**src/rtl/csem_pkg.sv**
```systemverilog
// ----------------------------------------------------------------------------
// csem_pkg: shared types and constants of the counting semaphore
// Event codes, command codes, register indexes and the cell control struct.
// ----------------------------------------------------------------------------
`default_nettype none
package csem_pkg;
  localparam int unsigned QueueDepthDef     = 16;
  localparam int unsigned TaskCountDef      = 64;
  localparam int unsigned PriorityLevelsDef = 32;

  localparam logic [1:0] CmdTake   = 2'd0;
  localparam logic [1:0] CmdGive   = 2'd1;
  localparam logic [1:0] CmdExpire = 2'd2;
  localparam logic [1:0] CmdNop    = 2'd3;

  localparam logic [2:0] EvGranted  = 3'd0;
  localparam logic [2:0] EvFailed   = 3'd1;
  localparam logic [2:0] EvQueued   = 3'd2;
  localparam logic [2:0] EvAccepted = 3'd3;
  localparam logic [2:0] EvWoken    = 3'd4;
  localparam logic [2:0] EvIgnored  = 3'd5;
  localparam logic [2:0] EvFull     = 3'd6;

  localparam logic RegCountLimit   = 1'b0;
  localparam logic RegInitialCount = 1'b1;

  typedef struct packed {
    logic [5:0]  task_id;
    logic [4:0]  level;
    logic [15:0] need;
  } entry_t;

  // control broadcast to every cell
  typedef struct packed {
    logic   insert;   // insert new entry at its sorted place
    logic   remove;   // drop entry whose remove flag is set, shift left
    entry_t data;     // entry to insert
  } cell_ctrl_t;
endpackage
`default_nettype wire

```
**src/rtl/csem_cell.sv**
```systemverilog
// ----------------------------------------------------------------------------
// csem_cell: one slot of the sorted wait queue
// Holds one waiter; shifts right on insert, left on remove.
// ----------------------------------------------------------------------------
`default_nettype none
module csem_cell (
  input  wire logic              clk_i,
  input  wire logic              rst_ni,
  input  wire csem_pkg::cell_ctrl_t ctrl_i,
  input  wire logic              left_valid_i,
  input  wire csem_pkg::entry_t  left_data_i,
  input  wire logic              left_shift_i,   // left neighbour moves right
  input  wire logic              right_valid_i,
  input  wire csem_pkg::entry_t  right_data_i,
  input  wire logic              remove_here_i,  // this or a left cell removed
  output logic                   valid_o,
  output csem_pkg::entry_t       data_o,
  output logic                   shift_o         // this cell moves right
);
  import csem_pkg::*;

  logic   valid_q, valid_d;
  entry_t data_q, data_d;
  logic   later;

  // new entry goes before this one when its level is strictly more urgent
  assign later   = valid_q && (ctrl_i.data.level < data_q.level);
  assign shift_o = ctrl_i.insert && later;

  always_comb begin
    valid_d = valid_q;
    data_d  = data_q;
    if (ctrl_i.insert) begin
      if (left_shift_i) begin
        valid_d = left_valid_i;
        data_d  = left_data_i;
      end else if (later || (!valid_q && left_valid_i)) begin
        valid_d = 1'b1;
        data_d  = ctrl_i.data;
      end
    end else if (ctrl_i.remove && remove_here_i) begin
      valid_d = right_valid_i;
      data_d  = right_data_i;
    end
  end

  always_ff @(posedge clk_i or negedge rst_ni) begin
    if (!rst_ni) begin
      valid_q <= 1'b0;
    end else begin
      valid_q <= valid_d;
    end
  end

  always_ff @(posedge clk_i) begin
    data_q <= data_d;
  end

  assign valid_o = valid_q;
  assign data_o  = data_q;
endmodule
`default_nettype wire

```
**src/rtl/csem_queue.sv**
```systemverilog
// ----------------------------------------------------------------------------
// csem_queue: chain of wait queue cells
// Sorted by level, FIFO within a level; valid entries packed from slot 0.
// ----------------------------------------------------------------------------
`default_nettype none
module csem_queue #(
  parameter int unsigned QueueDepth = csem_pkg::QueueDepthDef
) (
  input  wire logic                  clk_i,
  input  wire logic                  rst_ni,
  input  wire csem_pkg::cell_ctrl_t  ctrl_i,
  input  wire logic [QueueDepth-1:0] remove_sel_i,  // one-hot slot to remove
  output logic [QueueDepth-1:0]      valid_o,
  output csem_pkg::entry_t [QueueDepth-1:0] data_o
);
  import csem_pkg::*;

  logic [QueueDepth-1:0] shift;
  logic [QueueDepth-1:0] rem_pref;

  // slot 0 of the chain sees the new entry on its left as valid
  always_comb begin
    rem_pref[0] = remove_sel_i[0];
    for (int i = 1; i < QueueDepth; i++) begin
      rem_pref[i] = rem_pref[i-1] | remove_sel_i[i];
    end
  end

  for (genvar g = 0; g < QueueDepth; g++) begin : g_cell
    logic   lv, ls, rv;
    entry_t ld, rd;
    if (g == 0) begin : g_first
      assign lv = 1'b1;
      assign ld = ctrl_i.data;
      assign ls = 1'b0;
    end else begin : g_mid
      assign lv = valid_o[g-1];
      assign ld = data_o[g-1];
      assign ls = shift[g-1];
    end
    if (g == QueueDepth - 1) begin : g_last
      assign rv = 1'b0;
      assign rd = data_o[g];
    end else begin : g_inner
      assign rv = valid_o[g+1];
      assign rd = data_o[g+1];
    end
    csem_cell u_cell (
      .clk_i,
      .rst_ni,
      .ctrl_i,
      .left_valid_i  (lv),
      .left_data_i   (ld),
      .left_shift_i  (ls),
      .right_valid_i (rv),
      .right_data_i  (rd),
      .remove_here_i (rem_pref[g]),
      .valid_o       (valid_o[g]),
      .data_o        (data_o[g]),
      .shift_o       (shift[g])
    );
  end

  // queue stays packed from slot 0 and sorted by level
  for (genvar g = 1; g < QueueDepth; g++) begin : g_chk
    assert property (@(posedge clk_i) disable iff (!rst_ni)
      valid_o[g] |-> valid_o[g-1]) else $error("queue not packed");
    assert property (@(posedge clk_i) disable iff (!rst_ni)
      valid_o[g] |-> data_o[g-1].level <= data_o[g].level)
      else $error("queue out of order");
  end
  assert property (@(posedge clk_i) disable iff (!rst_ni)
    ctrl_i.remove |-> $onehot0(remove_sel_i)) else $error("multiple remove");
endmodule
`default_nettype wire

```
**src/rtl/counting_semaphore_wait_queue_top.sv**
```systemverilog
// ----------------------------------------------------------------------------
// counting_semaphore_wait_queue_top: counting semaphore with priority queue
// Take, give and expire requests against a capped count and a sorted queue.
// ----------------------------------------------------------------------------
// A request is taken when start is high and busy is low. Each result is
// shown for one cycle with valid_o; the receiver cannot stall. Take and
// expire are decided in the decide state, and the edge that leaves it
// registers their one result and frees the block. A give shows its
// accepted result likewise, then one woken result per cycle, each with one
// queue shift, up to QueueDepth of them. The wake pass looks one waiter
// ahead so that last_event_o is set on the final woken result itself. An
// unknown command is taken and gives no result. busy is high from the
// accepting edge to the edge that shows the final result.
// The queue is a chain of cells that shifts one place per insert or removal.
`default_nettype none
module counting_semaphore_wait_queue_top #(
  parameter int unsigned QueueDepth     = csem_pkg::QueueDepthDef,
  parameter int unsigned TaskCount      = csem_pkg::TaskCountDef,
  parameter int unsigned PriorityLevels = csem_pkg::PriorityLevelsDef
) (
  input  wire logic        clk_i,
  input  wire logic        rst_ni,
  input  wire logic        start,
  output logic             busy,
  input  wire logic        cfg_we_i,
  input  wire logic        cfg_index_i,
  input  wire logic [15:0] cfg_data_i,
  input  wire logic [1:0]  command_i,
  input  wire logic [5:0]  task_id_i,
  input  wire logic [4:0]  task_priority_i,
  input  wire logic [15:0] amount_i,
  input  wire logic        no_wait_i,
  output logic             valid_o,
  output logic [2:0]       event_kind_o,
  output logic [5:0]       event_task_o,
  output logic [15:0]      event_amount_o,
  output logic             last_event_o
);
  import csem_pkg::*;

  typedef enum logic [1:0] {StIdle, StDecide, StWake} state_e;

  state_e      state_q;
  logic [15:0] limit_q, init_q, count_q;
  logic [1:0]  cmd_q;
  logic [5:0]  task_q;
  logic [4:0]  lvl_q;
  logic [15:0] amt_q;
  logic        nowait_q;

  cell_ctrl_t                    ctrl;
  logic [QueueDepth-1:0]         qvalid, match, rem_sel;
  entry_t [QueueDepth-1:0]       qdata;
  logic [15:0] eff_limit, room, acc;
  logic        task_ok, found, full;

  assign eff_limit = (limit_q == 16'd0) ? 16'd1 : limit_q;
  assign busy      = (state_q != StIdle);

  // clamp the level, limit the task range
  logic [4:0] lvl_in;
  always_comb begin
    lvl_in = task_priority_i;
    if (32'(task_priority_i) >= PriorityLevels) lvl_in = 5'(PriorityLevels - 1);
  end
  assign task_ok = (32'(task_q) < TaskCount);

  for (genvar g = 0; g < QueueDepth; g++) begin : g_m
    assign match[g] = qvalid[g] && (qdata[g].task_id == task_q);
  end
  assign found = task_ok && (match != '0);
  assign full  = qvalid[QueueDepth-1];
  assign room  = eff_limit - count_q;
  assign acc   = (amt_q > room) ? room : amt_q;

  // every match is selected (task ids are unique in the queue anyway); the head in wake
  always_comb begin
    rem_sel = '0;
    if (state_q == StDecide && cmd_q == CmdExpire && found) rem_sel = match;
    else if (state_q == StWake) rem_sel[0] = 1'b1;
  end

  logic wake_ok;
  assign wake_ok = qvalid[0] && (count_q != 16'd0) && (qdata[0].need <= count_q);

  // look ahead: does the head fit after the give, does the next fit after this wake
  logic        next_valid;
  entry_t      next_entry;
  logic [15:0] give_cnt, wake_cnt;
  logic        give_fit, wake_more;
  if (QueueDepth > 1) begin : g_next
    assign next_valid = qvalid[1];
    assign next_entry = qdata[1];
  end else begin : g_no_next
    assign next_valid = 1'b0;
    assign next_entry = '0;
  end
  assign give_cnt  = count_q + acc;
  assign wake_cnt  = count_q - qdata[0].need;
  assign give_fit  = qvalid[0] && (give_cnt != 16'd0) && (qdata[0].need <= give_cnt);
  assign wake_more = next_valid && (wake_cnt != 16'd0) && (next_entry.need <= wake_cnt);

  always_comb begin
    ctrl.insert = 1'b0;
    ctrl.remove = 1'b0;
    ctrl.data   = '{task_id: task_q, level: lvl_q, need: amt_q};
    if (state_q == StDecide && cmd_q == CmdTake && task_ok && !found &&
        count_q < amt_q && !nowait_q && !full) ctrl.insert = 1'b1;
    if (state_q == StDecide && cmd_q == CmdExpire && found) ctrl.remove = 1'b1;
    if (state_q == StWake && wake_ok) ctrl.remove = 1'b1;
  end

  csem_queue #(.QueueDepth(QueueDepth)) u_queue (
    .clk_i, .rst_ni, .ctrl_i(ctrl), .remove_sel_i(rem_sel),
    .valid_o(qvalid), .data_o(qdata)
  );

  logic [15:0] clamp_init;
  logic [15:0] nlimit, ninit;
  always_comb begin
    nlimit = (cfg_index_i == RegCountLimit) ? cfg_data_i : limit_q;
    ninit  = (cfg_index_i == RegInitialCount) ? cfg_data_i : init_q;
    if (nlimit == 16'd0) nlimit = 16'd1;
    clamp_init = (ninit > nlimit) ? nlimit : ninit;
  end

  always_ff @(posedge clk_i) begin
    if (start && !busy) begin
      cmd_q    <= command_i;
      task_q   <= task_id_i;
      lvl_q    <= lvl_in;
      amt_q    <= amount_i;
      nowait_q <= no_wait_i;
    end
  end

  always_ff @(posedge clk_i or negedge rst_ni) begin
    if (!rst_ni) begin
      state_q        <= StIdle;
      limit_q        <= 16'd1;
      init_q         <= 16'd0;
      count_q        <= 16'd0;
      valid_o        <= 1'b0;
      event_kind_o   <= EvGranted;
      event_task_o   <= '0;
      event_amount_o <= '0;
      last_event_o   <= 1'b0;
    end else begin
      valid_o      <= 1'b0;
      last_event_o <= 1'b0;
      if (cfg_we_i) begin
        if (cfg_index_i == RegCountLimit) limit_q <= cfg_data_i;
        else init_q <= cfg_data_i;
        count_q <= clamp_init;
      end
      case (state_q)
        StIdle: begin
          if (start) state_q <= (command_i == CmdNop) ? StIdle : StDecide;
        end
        StDecide: begin
          valid_o        <= 1'b1;
          event_task_o   <= task_q;
          event_amount_o <= 16'd0;
          last_event_o   <= 1'b1;
          state_q        <= StIdle;
          case (cmd_q)
            CmdTake: begin
              if (!task_ok || found) event_kind_o <= EvFailed;
              else if (count_q >= amt_q) begin
                event_kind_o   <= EvGranted;
                event_amount_o <= amt_q;
                count_q        <= count_q - amt_q;
              end else if (nowait_q) event_kind_o <= EvFailed;
              else if (full) event_kind_o <= EvFull;
              else event_kind_o <= EvQueued;
            end
            CmdGive: begin
              event_kind_o   <= EvAccepted;
              event_task_o   <= '0;
              event_amount_o <= acc;
              count_q        <= give_cnt;
              last_event_o   <= !give_fit;
              state_q        <= give_fit ? StWake : StIdle;
            end
            default: begin
              event_kind_o <= found ? EvWoken : EvIgnored;
            end
          endcase
        end
        StWake: begin
          // one waiter per cycle; drop back to idle once the next does not fit
          if (wake_ok) begin
            valid_o        <= 1'b1;
            event_kind_o   <= EvWoken;
            event_task_o   <= qdata[0].task_id;
            event_amount_o <= qdata[0].need;
            count_q        <= wake_cnt;
            last_event_o   <= !wake_more;
            if (!wake_more) state_q <= StIdle;
          end else begin
            state_q <= StIdle;
          end
        end
        default: state_q <= StIdle;
      endcase
    end
  end
endmodule
`default_nettype wire

```
**config.mk**
```make
export PLATFORM = sky130hd
export DESIGN_NAME = counting_semaphore_wait_queue_top
export DESIGN_NICKNAME = d
export VERILOG_FILES = /design/src/rtl/csem_pkg.sv /design/src/rtl/csem_cell.sv /design/src/rtl/csem_queue.sv /design/src/rtl/counting_semaphore_wait_queue_top.sv
export SDC_FILE = /design/constraint.sdc
export NUM_CORES = 2
export LEC_CHECK = 0
export BUFFER_PORTS_ARGS = -buffer_cell sky130_fd_sc_hd__buf_2
export CELL_PAD_IN_SITES_DETAIL_PLACEMENT = 0
export CELL_PAD_IN_SITES_GLOBAL_PLACEMENT = 1
export CORE_MARGIN = 2
export CORE_UTILIZATION = 50
export CTS_BUF_LIST = sky130_fd_sc_hd__clkbuf_4 sky130_fd_sc_hd__clkbuf_8
export CTS_CLUSTER_SIZE = 40
export DETAILED_ROUTE_END_ITERATION = 8
export PLACE_DENSITY = 0.77
export SETUP_SLACK_MARGIN = 0.3
export SLEW_MARGIN = 25
export SYNTH_ARGS = -nofsm -noshare
export SYNTH_HDL_FRONTEND = slang
export SYNTH_SLANG_ARGS = --single-unit
```
**constraint.sdc**
```tcl
create_clock -name clk_i -period 9.95 [get_ports clk_i]
set_clock_uncertainty 0.05 [all_clocks]
set_input_delay 0.995 -clock clk_i [delete_from_list [all_inputs] [get_ports clk_i]]
set_output_delay 0.995 -clock clk_i [all_outputs]
set_load 0.01 [all_outputs]
```
Word-level counts from Yosys, hierarchy flattened
Index checks and enable logic that the tools add are counted.

Logic and storage cells: 506. Input bits: 51. Register bits after elaboration: 555.

Magnitude comparators: 23. Bitwise gates (word level): 15. $add $sub $neg: 4. Reductions and logical operators: 176. Equality and inequality tests: 40. Muxes and demuxes: 170.

Operator list (number): 27-bit 2-to-1 mux (61); 16-bit 2-to-1 mux (13); 16-bit case mux with 2 select lines (4); 6-bit == test (16); 1-bit logical AND (93); 5-bit < comparator (16); 1-bit 2-to-1 mux (73); 16-bit nonzero test (4); 16-bit <= comparator (3); 16-bit subtractor (3); 3-bit inequality test, second input constant (14); 2-bit AND reduction (19); 2-bit nonzero test (19); 16-bit greater-than comparator (2); 16-bit logical NOT (2); 1-bit logical NOT (21); 16-bit adder (1); 16-bit greater-or-equal comparator (1); 1-bit logical OR (16); 16-bit < comparator (1); 15-bit 2-to-1 mux (1); 3-bit 2-to-1 mux (5); 1-bit OR (15); 6-bit 2-to-1 mux (2); other kinds (11) (23).

Logic depth before layout (Yosys ltp)
Depth in word-level cells: 23. Gate-level depth with buffers: 44. Depth with buffers taken out: 42.

Modules after synthesis
From an unflattened synthesis, not the netlist that was laid out.

Cells, all modules: 3774. Area, all modules: 37179.4 um^2.

Modules (own cells, without submodules): csem_cell (area each 1577.8 um^2, cells an instance 146, instances 16); counting_semaphore_wait_queue_top (area each 11659.9 um^2, cells an instance 1395, instances 1); csem_queue (area each 275.3 um^2, cells an instance 43, instances 1).

Worst setup path before layout
No wires, ideal clock.

Path kind: register to register. From: reg limit_q[15]. To: reg state_q[1]. Buffers on the path: 2. Data required time: 9805 ps. Library setup time: 95 ps. Cell stages (with the launch flop): 42. Slack: 1791 ps. Data arrival time: 8013 ps. Period minus slack after synthesis: 8159 ps. Cells stage by stage: dfrtp_1 > nor4_1 > a41oi_1 > ha_1 > inv_1 > fa_1 > a21o_1 > a21oi_1 > o211ai_1 > a21o_1 > a21oi_1 > a21oi_1 > a211oi_1 > inv_1 > ha_1 > nand4_1 > nor4_1 > a22oi_1 > [... 6 more ...] > inv_1 > ha_1 > a21o_1 > a21oi_2 > nor2b_1 > or4_4 > a211oi_2 > a21oi_2 > a21o_1 > a21o_1 > xor3_1 > inv_1 > ha_1 > a2111oi_0 > o211ai_1 > a21oi_1 > o31ai_2 > o31ai_1.

Longest elaborated chain between the ends: 12. Elaborated cells between the ends (all ways): 13. Classes of those cells: add/sub (2); order compare (2); mux (5); reduce/logical (4).

RTL lines: start, declared (line counting_semaphore_wait_queue_top.sv:44) `logic [15:0] limit_q, init_q, count_q;`; start signal, assigned (line counting_semaphore_wait_queue_top.sv:152) `if (cfg_index_i == RegCountLimit) limit_q <= cfg_data_i;`; 16-bit logical NOT (line counting_semaphore_wait_queue_top.sv:57) `assign eff_limit = (limit_q == 16'd0) ? 16'd1 : limit_q;`; 16-bit 2-to-1 mux * (line counting_semaphore_wait_queue_top.sv:57); 16-bit subtractor * (line counting_semaphore_wait_queue_top.sv:73) `assign room = eff_limit - count_q;`; 16-bit greater-than comparator (line counting_semaphore_wait_queue_top.sv:74) `assign acc = (amt_q > room) ? room : amt_q;`; 16-bit 2-to-1 mux * (line counting_semaphore_wait_queue_top.sv:74); 16-bit adder * (line counting_semaphore_wait_queue_top.sv:98) `assign give_cnt = count_q + acc;`; branches (longest 2 deep; another with 16-bit <= comparator); 1-bit logical AND * (line counting_semaphore_wait_queue_top.sv:100) `assign give_fit = qvalid[0] && (give_cnt != 16'd0) && (qdata[0].need <= give_cnt);`; 2-bit 2-to-1 mux * (line counting_semaphore_wait_queue_top.sv:183) `state_q <= give_fit ? StWake : StIdle;`; 2-bit 2-to-1 mux * (line counting_semaphore_wait_queue_top.sv:166) `case (cmd_q)`; 2-bit case mux with 3 select lines * (line counting_semaphore_wait_queue_top.sv:156) `case (state_q)`; end signal, assigned (line counting_semaphore_wait_queue_top.sv:158) `if (start) state_q <= (command_i == CmdNop) ? StIdle : StDecide;`; end signal, assigned (line counting_semaphore_wait_queue_top.sv:165) `state_q <= StIdle;`; end signal, assigned (line counting_semaphore_wait_queue_top.sv:183); end, declared (line counting_semaphore_wait_queue_top.sv:43) `state_e state_q;`.

Every way passes the cells marked *. A chain may end at the register's enable or synchronous reset.

Worst setup path in the final report
From: reg limit_q[10]. To: reg state_q[1].

The elaborated chain is that of the path after synthesis.

==> flow_summary.ini <==
[floorplan]
start_util = 0.506
ioPinCount = 79
die_area_mm2 = 0.0731
die_y_um = 270
fp-row-count = 97
coreArea_mm2 = 0.0701
die_w_um = 270

[grt]
grt_pass1_wl_mm = 186
antenna_found_initial = 3
grtUsageTotal = 0.337
grt_pass1_vias = 28700
grt_max_degree = 271
overflow = 0

[cells_and_area]
layout.cells.non_filler = 4667
layout-drive-gt1-share = 0.107
n_fill_cell = 6340
areaGrowthSynthToFinish_pct = 9.45
final_cell_mix = a21oi_1, nor2_1, edfxtp_1
final_common_cell = a21oi_1
nNetsFinal = 3885
fin_area_mm2 = 0.0388
utilization = 0.553

[critical_path]
critPathCaptureType = flip-flop
cp_slowest_stage_delay_ns = 0.45
r2r-start = limit_q[10]
crit_fanout = 8
crit_start = limit_q[10]
ff2ff_path_depth = 39
crit_slowest_cell = or4_4
crit_required_ns = 10.55
worst_setup_path_start_kind = flip-flop
cpMostUsedCell = a21o_1
cp.arrival_ns = 9.49
reg2reg_to = state_q[1]
critPathKind = reg2reg
r2r_slack_ns = 1.07

[logic_synthesis]
synth-edff-count = 462
yosysUniqueCellTypes = 92
synth_flop_cell = edfxtp_1
ys_seq_area_frac = 0.457
syn_nets = 3883
async_flop_share = 0.168
yosys_warnings = 0
ys_ff_latch = 555
syn_area_mm2 = 0.0355
synth_cells = 3638
avgSynthCellArea_um2 = 9.75

[placed_design]
globalplace.congestion = 0.990
place_area_mm2 = 0.0366
portBuffers = 78
hpwl_mm = 90.9
dp_cells = 4475

[timing]
setup-tns-final_ns = 0
fin_crit_sh = 0.893
fmax_mhz = 113
tightest_slew_ns = 1.02
drv_slew = 0
maxSlewHeadroom = 0.322
period_needed_ns = 8.88
rsz0062_at_grt = no
setup_violations = 0
hold_viol = 0

[flow_run]
drv_cap = 0

[clock_network]
cts.clk_slew.worst_paths_ns = 0.06
htreeDepth = 3
hold_buffers = 0
root_buffer = clkbuf_8
cts_buffers = 101
clk_latency_ns = 0.76
cts.path.max_buffers = 3
cts_tree = done
cts.sinks = 555

[hold_path]
hp-class = in2async

[routing]
dr.pass1.iters = 7
routed_via_density = 6.16
wl_mm = 124
drc = 0
ant_nets = 0
vias = 28800
drtIter0Drc = 3383
drt-wirelength-per-cell_um = 26.6

[pwr]
ir_drop_mv = 0.172
cellPowerDensity_mw_per_mm2 = 323
p_leak_nw = 16.2

[run_status]
status = complete, no violations
## final cells by class
type,instances,area (um^2),share of cell area
Clock inverter,39,320,0.00825
Timing Repair Buffer,169,1140,0.0294
Multi-Input combinational cell,2635,17500,0.451
Tap cell,940,1180,0.0303
Clock buffer,149,1810,0.0465
Antenna cell,2,5.00,0.000129
Sequential cell,555,16200,0.417
Inverter,178,668,0.0172
## worst max path at each step
stage and endpoint:
2_1_floorplan state_q[1], 3_3_place_gp state_q[1], 3_5_place_dp state_q[1], 4_1_cts state_q[1], 5_1_grt state_q[1], 6_report state_q[1]
## metal layers
layer  vias up  share of wire  GRT usage
met2      1143           0.47      0.543
met1     14200           0.43      0.459
met4         2          0.037      0.128
li1      13200              -          -
met3       246          0.066     0.0498
met5         -       0.000072          0
## cells in the mapped netlist, types with 6 or more instances
library cell,number,share of area
a211oi_1,15,0.0032
a21boi_0,6,0.0013
a21o_1,39,0.0083
a21oi_1,561,0.079
a221oi_1,8,0.0020
a22oi_1,14,0.0030
a31oi_1,9,0.0016
a41oi_1,10,0.0025
and2_1,10,0.0018
and3_1,14,0.0025
buf_1,11,0.0012
buf_2,81,0.011
buf_4,29,0.0061
buf_6,7,0.0022
clkbuf_1,142,0.015
dfrtp_1,92,0.065
edfxtp_1,462,0.39
ha_1,190,0.067
inv_1,177,0.019
mux2_2,9,0.0029
mux2i_1,356,0.10
nand2_1,192,0.020
nand2b_1,32,0.0056
nand3_1,18,0.0025
nand3b_1,15,0.0032
nand4_1,35,0.0062
nor2_1,531,0.056
nor2b_1,28,0.0049
nor3_1,19,0.0027
nor4_1,28,0.0049
o2111a_1,6,0.0019
o211ai_1,18,0.0038
o21a_1,15,0.0032
o21ai_0,176,0.025
o221ai_1,12,0.0030
o22ai_1,13,0.0023
o31a_1,8,0.0020
o31ai_1,9,0.0019
o32a_1,8,0.0023
or3_1,6,0.0011
xnor2_1,73,0.018
xor2_1,68,0.017
## worst max-delay path: cells and delay by family (launching register included)
family | cells | cell delay, ns
XOR/XNOR | 1 | 0.40
buffers and inverters | 4 | 0.29
AND/OR/NAND/NOR | 8 | 1.55
adder cells (fa/ha/maj) | 5 | 1.57
flip-flops | 1 | 0.43
AO/OA/AOI/OAI | 21 | 4.52
## sequential cells by signal (all words and copies together), names as in the netlist
register and flops:
limit_q 16, cmd_q 2, task_q 6, u_queue.g_cell.u_cell.data_o 432, nowait_q 1, event_amount_o 16
valid_o 1, last_event_o 1, lvl_q 5, state_q 2, u_queue.g_cell.u_cell.valid_o 16, count_q 16
event_task_o 6, init_q 16, amt_q 16, event_kind_o 3
## through the flow
stage	setup slack, ns	total power (W)	hold WS, ns
3_5_place_dp	0.782	0.0101	0.411
3_3_place_gp	0.950	0.0100	0.409
5_1_grt	0.362	0.0132	0.293
6_report	1.07	0.0125	0.250
2_1_floorplan	1.79	0.00781	0.425
4_1_cts	0.732	0.0124	0.225
## cell families (layout without fill, tap and decap cells)
kind of cell	count (synthesis)	after routing	share of synthesized area
other cells	0	2	0
fa+ha+maj	194	194	0.0693
xor+xnor	142	142	0.0355
simple gates	947	947	0.117
compound gates	982	982	0.162
buf+inv	448	535	0.0548
mux	370	370	0.105
flops	555	555	0.457
## where the power goes
group | switching, W | internal (W) | total, W | leakage [nW]
combinational | 0.00445 | 0.00240 | 0.00684 | 9.82
sequential | 0.000365 | 0.00302 | 0.00339 | 5.29
clock | 0.00105 | 0.00125 | 0.00231 | 1.13
## what timing repair did
action / in CTS / in global routing
resized for setup: 0 / 6
setup buffers: 0 / 0
setup endpoints to repair: 0 / 2
Note: power is estimated with default switching activity, not from simulation.
